### config.mk
export PLATFORM = sky130hd
export DESIGN_NAME = led_matrix_chain_refresh
export DESIGN_NICKNAME = d
export VERILOG_FILES = /design/src/hw/rtl/lmcr_pkg.sv /design/src/hw/rtl/lmcr_ram.sv /design/src/hw/rtl/led_matrix_chain_refresh.sv
export SDC_FILE = /design/constraint.sdc
export NUM_CORES = 1
export LEC_CHECK = 0
export BUFFER_PORTS_ARGS = -buffer_cell sky130_fd_sc_hd__buf_2
export CORE_ASPECT_RATIO = 1.75
export CORE_MARGIN = 2
export CORE_UTILIZATION = 54
export DETAILED_ROUTE_END_ITERATION = 8
export HOLD_SLACK_MARGIN = 0.06
export PLACE_DENSITY = 0.72
export SETUP_SLACK_MARGIN = 0.4
export SYNTH_ARGS = -nofsm -noshare
export SYNTH_HDL_FRONTEND = slang
export SYNTH_HIERARCHICAL = 1
export SYNTH_SLANG_ARGS = --single-unit
### constraint.sdc
create_clock -name clk -period 4.83 [get_ports clk]
set_clock_uncertainty 0.2 [all_clocks]
set_input_delay 0.7245 -clock clk [delete_from_list [all_inputs] [get_ports clk]]
set_output_delay 0.7245 -clock clk [all_outputs]
set_load 0.02 [all_outputs]
### src/hw/rtl/lmcr_pkg.sv
// Shared types, constants and a helper function for the LED matrix chain refresh block.
// Used by led_matrix_chain_refresh; has no dependencies of its own.
`default_nettype none
package lmcr_pkg;

  // Number of driver chips on the chain (1 to 4).
  localparam int DEVICES = 4;

  localparam int ROWS     = 8;
  localparam int ROW_W    = 3;
  localparam int DEV_W    = 2;
  localparam int BYTE_W   = 8;
  localparam int WORD_W   = 16;
  localparam int FRAME_W  = 64;
  localparam int CFG_IDX_W = 3;

  // The frame store is addressed as {row, device}.
  localparam int ST_AW    = ROW_W + DEV_W;
  localparam int ST_DEPTH = ROWS * (1 << DEV_W);

  // Request function codes.
  localparam logic [1:0] FUNC_WRITE   = 2'd0;
  localparam logic [1:0] FUNC_REFRESH = 2'd1;
  localparam logic [1:0] FUNC_INIT    = 2'd2;
  localparam logic [1:0] FUNC_CLEAR   = 2'd3;

  // Configuration register indexes.
  localparam logic [CFG_IDX_W-1:0] CFG_DECODE    = 3'd0;
  localparam logic [CFG_IDX_W-1:0] CFG_INTENSITY = 3'd1;
  localparam logic [CFG_IDX_W-1:0] CFG_SCAN      = 3'd2;
  localparam logic [CFG_IDX_W-1:0] CFG_RUN       = 3'd3;
  localparam logic [CFG_IDX_W-1:0] CFG_TEST      = 3'd4;

  // Driver register addresses used by the set-up frames.
  localparam logic [BYTE_W-1:0] REG_DECODE    = 8'h09;
  localparam logic [BYTE_W-1:0] REG_INTENSITY = 8'h0A;
  localparam logic [BYTE_W-1:0] REG_SCAN      = 8'h0B;
  localparam logic [BYTE_W-1:0] REG_SHUTDOWN  = 8'h0C;
  localparam logic [BYTE_W-1:0] REG_TEST      = 8'h0F;

  // Frame sequence: five set-up frames, then one frame per row.
  localparam int STEP_W = 4;
  localparam logic [STEP_W-1:0] STEP_SETUP0 = 4'd0;
  localparam logic [STEP_W-1:0] STEP_ROW0   = 4'd5;
  localparam logic [STEP_W-1:0] STEP_LAST   = 4'd12;

  typedef logic [FRAME_W-1:0] frame_t;

  // Frame that carries the same register address and byte to every device.
  function automatic frame_t frame_same(input logic [BYTE_W-1:0] addr,
                                        input logic [BYTE_W-1:0] val);
    frame_t acc;
    acc = '0;
    for (int d = 0; d < DEVICES; d++) begin
      acc = {acc[FRAME_W-WORD_W-1:0], addr, val};
    end
    return acc;
  endfunction

endpackage
`default_nettype wire

### src/hw/rtl/lmcr_ram.sv
// Generic single-write, single-read synchronous RAM with a registered read port.
// Stand-alone; used for the frame store of led_matrix_chain_refresh.
`default_nettype none
module lmcr_ram #(
  parameter int WIDTH = 8,
  parameter int DEPTH = 32
) (
  input  wire logic                     clk,
  input  wire logic                     wr_en,
  input  wire logic [$clog2(DEPTH)-1:0] wr_addr,
  input  wire logic [WIDTH-1:0]         wr_data,
  input  wire logic [$clog2(DEPTH)-1:0] rd_addr,
  output logic      [WIDTH-1:0]         rd_data
);

  logic [WIDTH-1:0] mem [DEPTH];

  always_ff @(posedge clk) begin
    if (wr_en) begin
      mem[wr_addr] <= wr_data;
    end
    rd_data <= mem[rd_addr];
  end

endmodule
`default_nettype wire

### src/hw/rtl/led_matrix_chain_refresh.sv
// Frame store and frame sequencer for a daisy chain of 8x8 LED matrix drivers.
// Depends on lmcr_pkg and the lmcr_ram frame store memory.
//
// A write request stores one byte in the frame store. A refresh
// sends eight frames, row 1 to row 8, each holding one 16-bit word per device with
// device 0 in the top word. Every device byte is a separate read of the frame store's
// single read port, issued in ST_RD and captured in ST_CAP. An init sends five
// set-up frames and eight zero frames; a clear sends the eight zero frames. Only one
// request is worked on at a time. The frame store reads as all zeros after reset;
// there is no clearing pass.
`default_nettype none
module led_matrix_chain_refresh
  import lmcr_pkg::*;
(
  input  wire logic                 clk,
  input  wire logic                 rst_n,
  input  wire logic                 cfg_we,
  input  wire logic [CFG_IDX_W-1:0] cfg_index,
  input  wire logic [BYTE_W-1:0]    cfg_data,
  input  wire logic                 in_valid,
  output logic                      in_stall,
  input  wire logic [1:0]           in_func,
  input  wire logic [ROW_W-1:0]     in_row,
  input  wire logic [DEV_W-1:0]     in_device,
  input  wire logic [BYTE_W-1:0]    in_pixels,
  input  wire logic                 in_invert,
  output logic                      out_valid,
  input  wire logic                 out_stall,
  output logic [FRAME_W-1:0]        out_frame_bits,
  output logic                      out_last
);

  localparam logic [1:0] ST_IDLE = 2'd0;
  localparam logic [1:0] ST_RD   = 2'd1;
  localparam logic [1:0] ST_CAP  = 2'd2;
  localparam logic [1:0] ST_EMIT = 2'd3;

  localparam logic [DEV_W-1:0] LAST_DEV = DEV_W'(DEVICES - 1);

  logic [1:0]          state_r, state_nxt;
  logic                cmd_ref_r, cmd_ref_nxt;
  logic [STEP_W-1:0]   step_r, step_nxt;
  logic [DEV_W-1:0]    dev_r, dev_nxt;
  frame_t              acc_r, acc_nxt;
  logic                out_valid_r, out_valid_nxt;
  frame_t              out_frame_r, out_frame_nxt;
  logic                out_last_r, out_last_nxt;

  logic [BYTE_W-1:0]   decode_r;
  logic [3:0]          intensity_r;
  logic [2:0]          scan_r;
  logic                run_r;
  logic                test_r;

  logic [ST_DEPTH-1:0] vld_r;
  logic                rd_vld_r;

  logic                in_acc;
  logic                wr_en;
  logic [ST_AW-1:0]    wr_addr;
  logic [BYTE_W-1:0]   wr_data;
  logic [ST_AW-1:0]    rd_addr;
  logic [BYTE_W-1:0]   rd_data;
  logic [ROW_W-1:0]    row_cur;
  logic [BYTE_W-1:0]   addr_cur;
  logic [BYTE_W-1:0]   val_cur;
  logic [BYTE_W-1:0]   byte_rd;
  frame_t              frame_cur;
  logic                out_free;

  assign in_stall = (state_r != ST_IDLE);
  assign in_acc   = in_valid && !in_stall;
  assign out_free = !out_valid_r || !out_stall;

  assign wr_en   = in_acc && (in_func == FUNC_WRITE) && (int'(in_device) < DEVICES);
  assign wr_addr = {in_row, in_device};
  assign wr_data = in_invert ? ~in_pixels : in_pixels;

  assign row_cur = ROW_W'(step_r - STEP_ROW0);
  assign rd_addr = {row_cur, dev_r};

  lmcr_ram #(
    .WIDTH (BYTE_W),
    .DEPTH (ST_DEPTH)
  ) u_store (
    .clk     (clk),
    .wr_en   (wr_en),
    .wr_addr (wr_addr),
    .wr_data (wr_data),
    .rd_addr (rd_addr),
    .rd_data (rd_data)
  );

  // An entry never written since reset reads as zero.
  assign byte_rd = rd_vld_r ? rd_data : '0;

  always_comb begin
    case (step_r)
      4'd0:    addr_cur = REG_DECODE;
      4'd1:    addr_cur = REG_INTENSITY;
      4'd2:    addr_cur = REG_SCAN;
      4'd3:    addr_cur = REG_SHUTDOWN;
      4'd4:    addr_cur = REG_TEST;
      default: addr_cur = BYTE_W'(row_cur) + 8'd1;
    endcase
    case (step_r)
      4'd0:    val_cur = decode_r;
      4'd1:    val_cur = {4'd0, intensity_r};
      4'd2:    val_cur = {5'd0, scan_r};
      4'd3:    val_cur = {7'd0, run_r};
      4'd4:    val_cur = {7'd0, test_r};
      default: val_cur = '0;
    endcase
  end

  assign frame_cur = cmd_ref_r ? acc_r : frame_same(addr_cur, val_cur);

  always_comb begin
    state_nxt     = state_r;
    cmd_ref_nxt   = cmd_ref_r;
    step_nxt      = step_r;
    dev_nxt       = dev_r;
    acc_nxt       = acc_r;
    out_valid_nxt = out_valid_r && out_stall;
    out_frame_nxt = out_frame_r;
    out_last_nxt  = out_last_r;
    case (state_r)
      ST_IDLE: begin
        if (in_acc && (in_func != FUNC_WRITE)) begin
          cmd_ref_nxt = (in_func == FUNC_REFRESH);
          step_nxt    = (in_func == FUNC_INIT) ? STEP_SETUP0 : STEP_ROW0;
          dev_nxt     = '0;
          acc_nxt     = '0;
          state_nxt   = (in_func == FUNC_REFRESH) ? ST_RD : ST_EMIT;
        end
      end
      ST_RD: begin
        state_nxt = ST_CAP;
      end
      ST_CAP: begin
        acc_nxt = {acc_r[FRAME_W-WORD_W-1:0], addr_cur, byte_rd};
        if (dev_r == LAST_DEV) begin
          state_nxt = ST_EMIT;
        end else begin
          dev_nxt   = dev_r + 1'b1;
          state_nxt = ST_RD;
        end
      end
      ST_EMIT: begin
        if (out_free) begin
          out_valid_nxt = 1'b1;
          out_frame_nxt = frame_cur;
          out_last_nxt  = (step_r == STEP_LAST);
          if (step_r == STEP_LAST) begin
            state_nxt = ST_IDLE;
          end else begin
            step_nxt = step_r + 1'b1;
            if (cmd_ref_r) begin
              dev_nxt   = '0;
              acc_nxt   = '0;
              state_nxt = ST_RD;
            end
          end
        end
      end
      default: state_nxt = ST_IDLE;
    endcase
  end

  always_ff @(posedge clk) begin
    if (!rst_n) begin
      state_r     <= ST_IDLE;
      cmd_ref_r   <= 1'b0;
      step_r      <= '0;
      dev_r       <= '0;
      out_valid_r <= 1'b0;
      vld_r       <= '0;
      rd_vld_r    <= 1'b0;
      decode_r    <= 8'd0;
      intensity_r <= 4'd8;
      scan_r      <= 3'd7;
      run_r       <= 1'b1;
      test_r      <= 1'b0;
    end else begin
      state_r     <= state_nxt;
      cmd_ref_r   <= cmd_ref_nxt;
      step_r      <= step_nxt;
      dev_r       <= dev_nxt;
      out_valid_r <= out_valid_nxt;
      rd_vld_r    <= vld_r[rd_addr];
      if (wr_en) begin
        vld_r[wr_addr] <= 1'b1;
      end
      if (cfg_we) begin
        case (cfg_index)
          CFG_DECODE:    decode_r    <= cfg_data;
          CFG_INTENSITY: intensity_r <= cfg_data[3:0];
          CFG_SCAN:      scan_r      <= cfg_data[2:0];
          CFG_RUN:       run_r       <= cfg_data[0];
          CFG_TEST:      test_r      <= cfg_data[0];
          default:       ;
        endcase
      end
    end
  end

  always_ff @(posedge clk) begin
    acc_r       <= acc_nxt;
    out_frame_r <= out_frame_nxt;
    out_last_r  <= out_last_nxt;
  end

  assign out_valid      = out_valid_r;
  assign out_frame_bits = out_frame_r;
  assign out_last       = out_last_r;

  // The store is only read while a refresh is running.
  a_rd_only_refresh: assert property (@(posedge clk) disable iff (!rst_n)
    (state_r == ST_RD) |-> cmd_ref_r)
    else $error("frame store read outside a refresh");

  // Every captured byte follows a read issued in the cycle before.
  a_cap_after_rd: assert property (@(posedge clk) disable iff (!rst_n)
    (state_r == ST_CAP) |-> ($past(state_r) == ST_RD) && $stable(rd_addr))
    else $error("byte captured without a matching read");

  // The frame step never runs past the last row.
  a_step_range: assert property (@(posedge clk) disable iff (!rst_n)
    (state_r != ST_IDLE) |-> (step_r <= STEP_LAST))
    else $error("frame step out of range");

  // A last frame is only loaded on the way back to idle.
  a_last_idle: assert property (@(posedge clk) disable iff (!rst_n)
    (state_r == ST_EMIT && out_free && step_r == STEP_LAST) |=>
      (state_r == ST_IDLE) && out_valid_r && out_last_r)
    else $error("last frame without return to idle");

endmodule
`default_nettype wire
==> flow_summary.html <==
<table>
<tr><th>Metric</th><th>Value</th></tr>
<tr><th colspan="2">Worst setup path</th></tr>
<tr><td>Required time of the critical path</td><td>5010 ps</td></tr>
<tr><td>List of cells traversed by the critical path</td><td>inv_2 &gt; buf_4 &gt; ha_1 &gt; nor3_1 &gt; a2111oi_0 &gt; nand2b_1 &gt; nand2_1</td></tr>
<tr><td>Crit Path Class</td><td>register to register</td></tr>
<tr><td>Slowest cell on the critical path</td><td>a2111oi_0</td></tr>
<tr><td>Critical path capture point type</td><td>register</td></tr>
<tr><td>Maximum fanout along the worst path</td><td>67</td></tr>
<tr><td>Worst path max stage delay</td><td>750 ps</td></tr>
<tr><td>Critical Path Start Type</td><td>register</td></tr>
<tr><td>Number of buffers and inverters on the critical path</td><td>2</td></tr>
<tr><td>Category of cells accounting for the largest share of critical-path delay</td><td>buffers and inverters</td></tr>
<tr><td>Reg2reg setup slack</td><td>1400 ps</td></tr>
<tr><td>Worst Path Arrival</td><td>3610 ps</td></tr>
<tr><th colspan="2">Global routing</th></tr>
<tr><td>Number of antenna violations at the first check in global routing</td><td>0</td></tr>
<tr><td>Global-route usage over all layers</td><td>22.5%</td></tr>
<tr><td>Wire length of the first global-routing pass</td><td>53900 um</td></tr>
<tr><td>Pin count of the biggest net entering global routing</td><td>68</td></tr>
<tr><td>Remaining Overflow, GRT</td><td>0</td></tr>
<tr><td>Via count of the first global-routing pass</td><td>9273</td></tr>
<tr><th colspan="2">Synth</th></tr>
<tr><td>Post-synthesis area per instance</td><td>16.3 um2</td></tr>
<tr><td>Sequential-to-total area share from yosys stat</td><td>70.8%</td></tr>
<tr><td>Warnings, synthesis</td><td>6</td></tr>
<tr><td>Share of the synthesized area in the top cell type</td><td>62.7%</td></tr>
<tr><td>Count of mapped cells out of synthesis</td><td>1035</td></tr>
<tr><td>Post-synth EDFFs</td><td>353</td></tr>
<tr><td>Cell type contributing the most total cell area after synthesis</td><td>edfxtp_1</td></tr>
<tr><td>Fraction of registers with async set or reset after synthesis</td><td>0%</td></tr>
<tr><td>Number of library cell types mapped by synthesis</td><td>61</td></tr>
<tr><td>Synth area leaders</td><td>edfxtp_1 (63%), mux4_2 (11%), dfxtp_1 (8.1%), nand2_1 (2.3%), nor2_1 (1.9%)</td></tr>
<tr><td>Flip-flop cell with the highest count after synthesis</td><td>edfxtp_1</td></tr>
<tr><td>Netlist area before placement</td><td>0.0169 mm2</td></tr>
<tr><td>Synthesized flop and latch total</td><td>421</td></tr>
<tr><th colspan="2">Timing</th></tr>
<tr><td>Highest achievable clock rate</td><td>0.292 GHz</td></tr>
<tr><td>Final setup TNS</td><td>0 ps</td></tr>
<tr><td>Unrepaired setup endpoints after global routing</td><td>false</td></tr>
<tr><td>Final Hold Viols</td><td>0</td></tr>
<tr><td>Post-layout min period</td><td>3430 ps</td></tr>
<tr><td>Setup Viol. Count Final</td><td>0</td></tr>
<tr><td>Post-route clock period utilization</td><td>71.0%</td></tr>
<tr><td>Pins over their slew limit</td><td>0</td></tr>
<tr><td>Transition time at the pin with the least slew margin</td><td>1100 ps</td></tr>
<tr><td>Slew HR</td><td>26.7%</td></tr>
<tr><th colspan="2">Final layout</th></tr>
<tr><td>Seq. cell area</td><td>0.0120 mm2</td></tr>
<tr><td>Final instance count without filler cells</td><td>1526</td></tr>
<tr><td>Layout-stage area growth over the synthesis result</td><td>11.3%</td></tr>
<tr><td>Utilization after layout</td><td>61.0%</td></tr>
<tr><td>Layout cell share with drive strength beyond 1</td><td>23.7%</td></tr>
<tr><td>Number of fill cells in the layout</td><td>2272</td></tr>
<tr><td>Nets</td><td>1148</td></tr>
<tr><td>Area of combinational cells with multiple inputs</td><td>0.00472 mm2</td></tr>
<tr><td>Ant. Diodes</td><td>0</td></tr>
<tr><th colspan="2">Clock network</th></tr>
<tr><td>TritonCTS sink count</td><td>421</td></tr>
<tr><td>Post-CTS clock slew at the launch and capture registers of the worst setup and hold paths</td><td>70 ps</td></tr>
<tr><td>CTS-repair resized insts</td><td>0</td></tr>
<tr><td>Clock tree buffer depth</td><td>3</td></tr>
<tr><td>Cell at the root of the clock tree</td><td>clkbuf_16</td></tr>
<tr><td>Count of hold-fix buffers inserted at cts</td><td>0</td></tr>
<tr><td>CTS H-tree lvls</td><td>2</td></tr>
<tr><td>Count of buffers added by post-CTS timing repair for setup</td><td>0</td></tr>
<tr><td>CTS tree</td><td>done</td></tr>
<tr><td>TritonCTS buffer count</td><td>37</td></tr>
<tr><td>Worst-Skew Late Latency</td><td>530 ps</td></tr>
<tr><th colspan="2">Flow run</th></tr>
<tr><td>Number of max-capacitance violations reported</td><td>0</td></tr>
<tr><th colspan="2">Routing</th></tr>
<tr><td>Vias</td><td>9003</td></tr>
<tr><td>Post-DRT Antenna Nets</td><td>0</td></tr>
<tr><td>Average via count per standard cell</td><td>5.90</td></tr>
<tr><td>Post-DR wirelength/cell</td><td>23.3 um</td></tr>
<tr><td>DRC violations left</td><td>0</td></tr>
<tr><td>Routed WL</td><td>35500 um</td></tr>
<tr><td>Number of optimization iterations in the first detailed-route pass</td><td>5</td></tr>
<tr><td>DRC marker count from the first detailed-route iteration</td><td>631</td></tr>
<tr><th colspan="2">Die</th></tr>
<tr><td>Total die area</td><td>0.0328 mm2</td></tr>
<tr><td>Boundary Pins</td><td>99</td></tr>
<tr><td>Die X-Extent</td><td>138 um</td></tr>
<tr><td>Placeable Area</td><td>0.0308 mm2</td></tr>
<tr><td>Initial core utilization</td><td>54.8%</td></tr>
<tr><td>Cell Rows</td><td>85</td></tr>
<tr><td>Overall die height</td><td>238 um</td></tr>
<tr><th colspan="2">Pwr</th></tr>
<tr><td>Max rail drop VDD</td><td>0.297 mV</td></tr>
<tr><td>Leakage power of the design</td><td>6.39 nW</td></tr>
<tr><td>Power per standard cell area</td><td>413 mW/mm2</td></tr>
<tr><th colspan="2">Placed design</th></tr>
<tr><td>Cell Count Post-Placement</td><td>1462</td></tr>
<tr><td>Last weighted congestion value of the routability-driven placer</td><td>0.885</td></tr>
<tr><td>Count of input and output buffers</td><td>82</td></tr>
<tr><td>HPWL after DPL</td><td>23800 um</td></tr>
<tr><th colspan="2">Run status</th></tr>
<tr><td>Outcome</td><td>finished, final reports clean</td></tr>
<tr><th colspan="2">Hold path</th></tr>
<tr><td>Classification of the worst-slack hold path</td><td>input port to register</td></tr>
</table>
==> cell usage after synthesis (7+ instances only) <==
cell      number
clkbuf_1      33
buf_2          7
inv_1         17
dfxtp_1       68
a21oi_1       39
and3_1        10
nor2_1        84
nand3b_1       9
xor2_1         9
a31oi_1        7
mux2_2         9
buf_4         22
o21ai_0        8
o21a_1        21
mux4_2        86
and2_1        35
mux2i_1       13
nand3_1        9
edfxtp_1     353
nand2_1      102
==> layout make-up <==
cell class,instances,share of cell area [%]
Clock buffer,48,5.26
Clock inverter,16,0.459
Inverter,17,0.339
Multi-Input combinational cell,542,25.1
Sequential cell,421,63.7
Tap cell,391,2.60
Timing Repair Buffer,91,2.61
==> worst paths after layout <==
check | from | endpoint | cells past startpoint
hold / removal | cfg_data[6] | decode_r[6]$_SDFFE_PN0P_ | 3
setup reg to reg | step_r[0]$_SDFFE_PN0P_ | out_frame_bits[33]$_DFFE_PP_ | 7
setup / recovery | step_r[0]$_SDFFE_PN0P_ | out_frame_bits[33]$_DFFE_PP_ | 7
hold reg to reg | vld_r[22]$_SDFFE_PN0P_ | vld_r[22]$_SDFFE_PN0P_ | 1
==> registers in the layout (all words and copies together) (netlist names), 2 cells and up <==
name,flops
decode_r,8
state_r,2
intensity_r,4
scan_r,3
dev_r,2
vld_r,32
u_store/rd_data,8
step_r,4
out_frame_bits,48
u_store/mem,256
acc_r,48
==> stage by stage <==
stage                     area (um2)  hold slack (ps)  power (mW)  setup WS, ps
after floorplan                17000              231        4.88           422
after global placement         17700              242        5.14          1340
after detailed placement       17700              251        5.16          1370
after CTS                      18800              218        7.81          1350
after global routing           18800              243        8.02           964
final                          18800              223        7.76          1400
==> report_power, final <==
group | leakage [nW] | switching [mW] | total [mW] | internal (mW)
Sequential | 3.81 | 0.0893 | 4.24 | 4.15
Clock | 0.533 | 1.23 | 2.68 | 1.45
Combinational | 2.05 | 0.517 | 0.834 | 0.317
==> layer usage <==
metal  track usage [%]  wire length, um  part of all wire [%]
met2              40.9            19400                    55
met1              25.0            12200                    34
met4              12.6             2150                   6.0
met3              2.93             1700                   4.8
met5                 0                0                     0
==> cell families (layout without fill, tap and decap cells) <==
logic type,count (synthesis),count (layout),share of synthesized area (%)
other,1,16,0.0222
and+or+nand+nor,290,290,8.32
buffers and inverters,87,172,2.56
DFF,421,421,70.8
AOI/OAI and AO/OA,111,111,4.45
xor gates and xnor gates,11,11,0.570
adders and majority gates,6,6,0.444
muxes,108,108,12.8
==> cell usage in the layout, fill, tap and decap left out, drive strengths merged, types with 5 or more instances in the layout <==
master / count
clkinv: 13
clkbuf: 48
nand2: 102
nor2: 84
buf: 91
xor2: 9
inv: 18
o21ai: 8
nor2b: 5
o21a: 21
ha: 6
nand3b: 9
and2: 35
conb: 16
a21oi: 40
a21o: 6
mux2i: 13
o31ai: 5
edfxtp: 353
dfxtp: 68
mux4: 86
or3b: 5
mux2: 9
nand3: 9
a31oi: 7
and3: 10
==> worst register-to-register path: stages, from the launching register on <==
cell and delay, ps:
dfxtp_1 490, inv_2 120, buf_4 700, ha_1 480
nor3_1 110, a2111oi_0 750, nand2b_1 300, nand2_1 130
No activity file was read; power rests on OpenSTA's default activity.
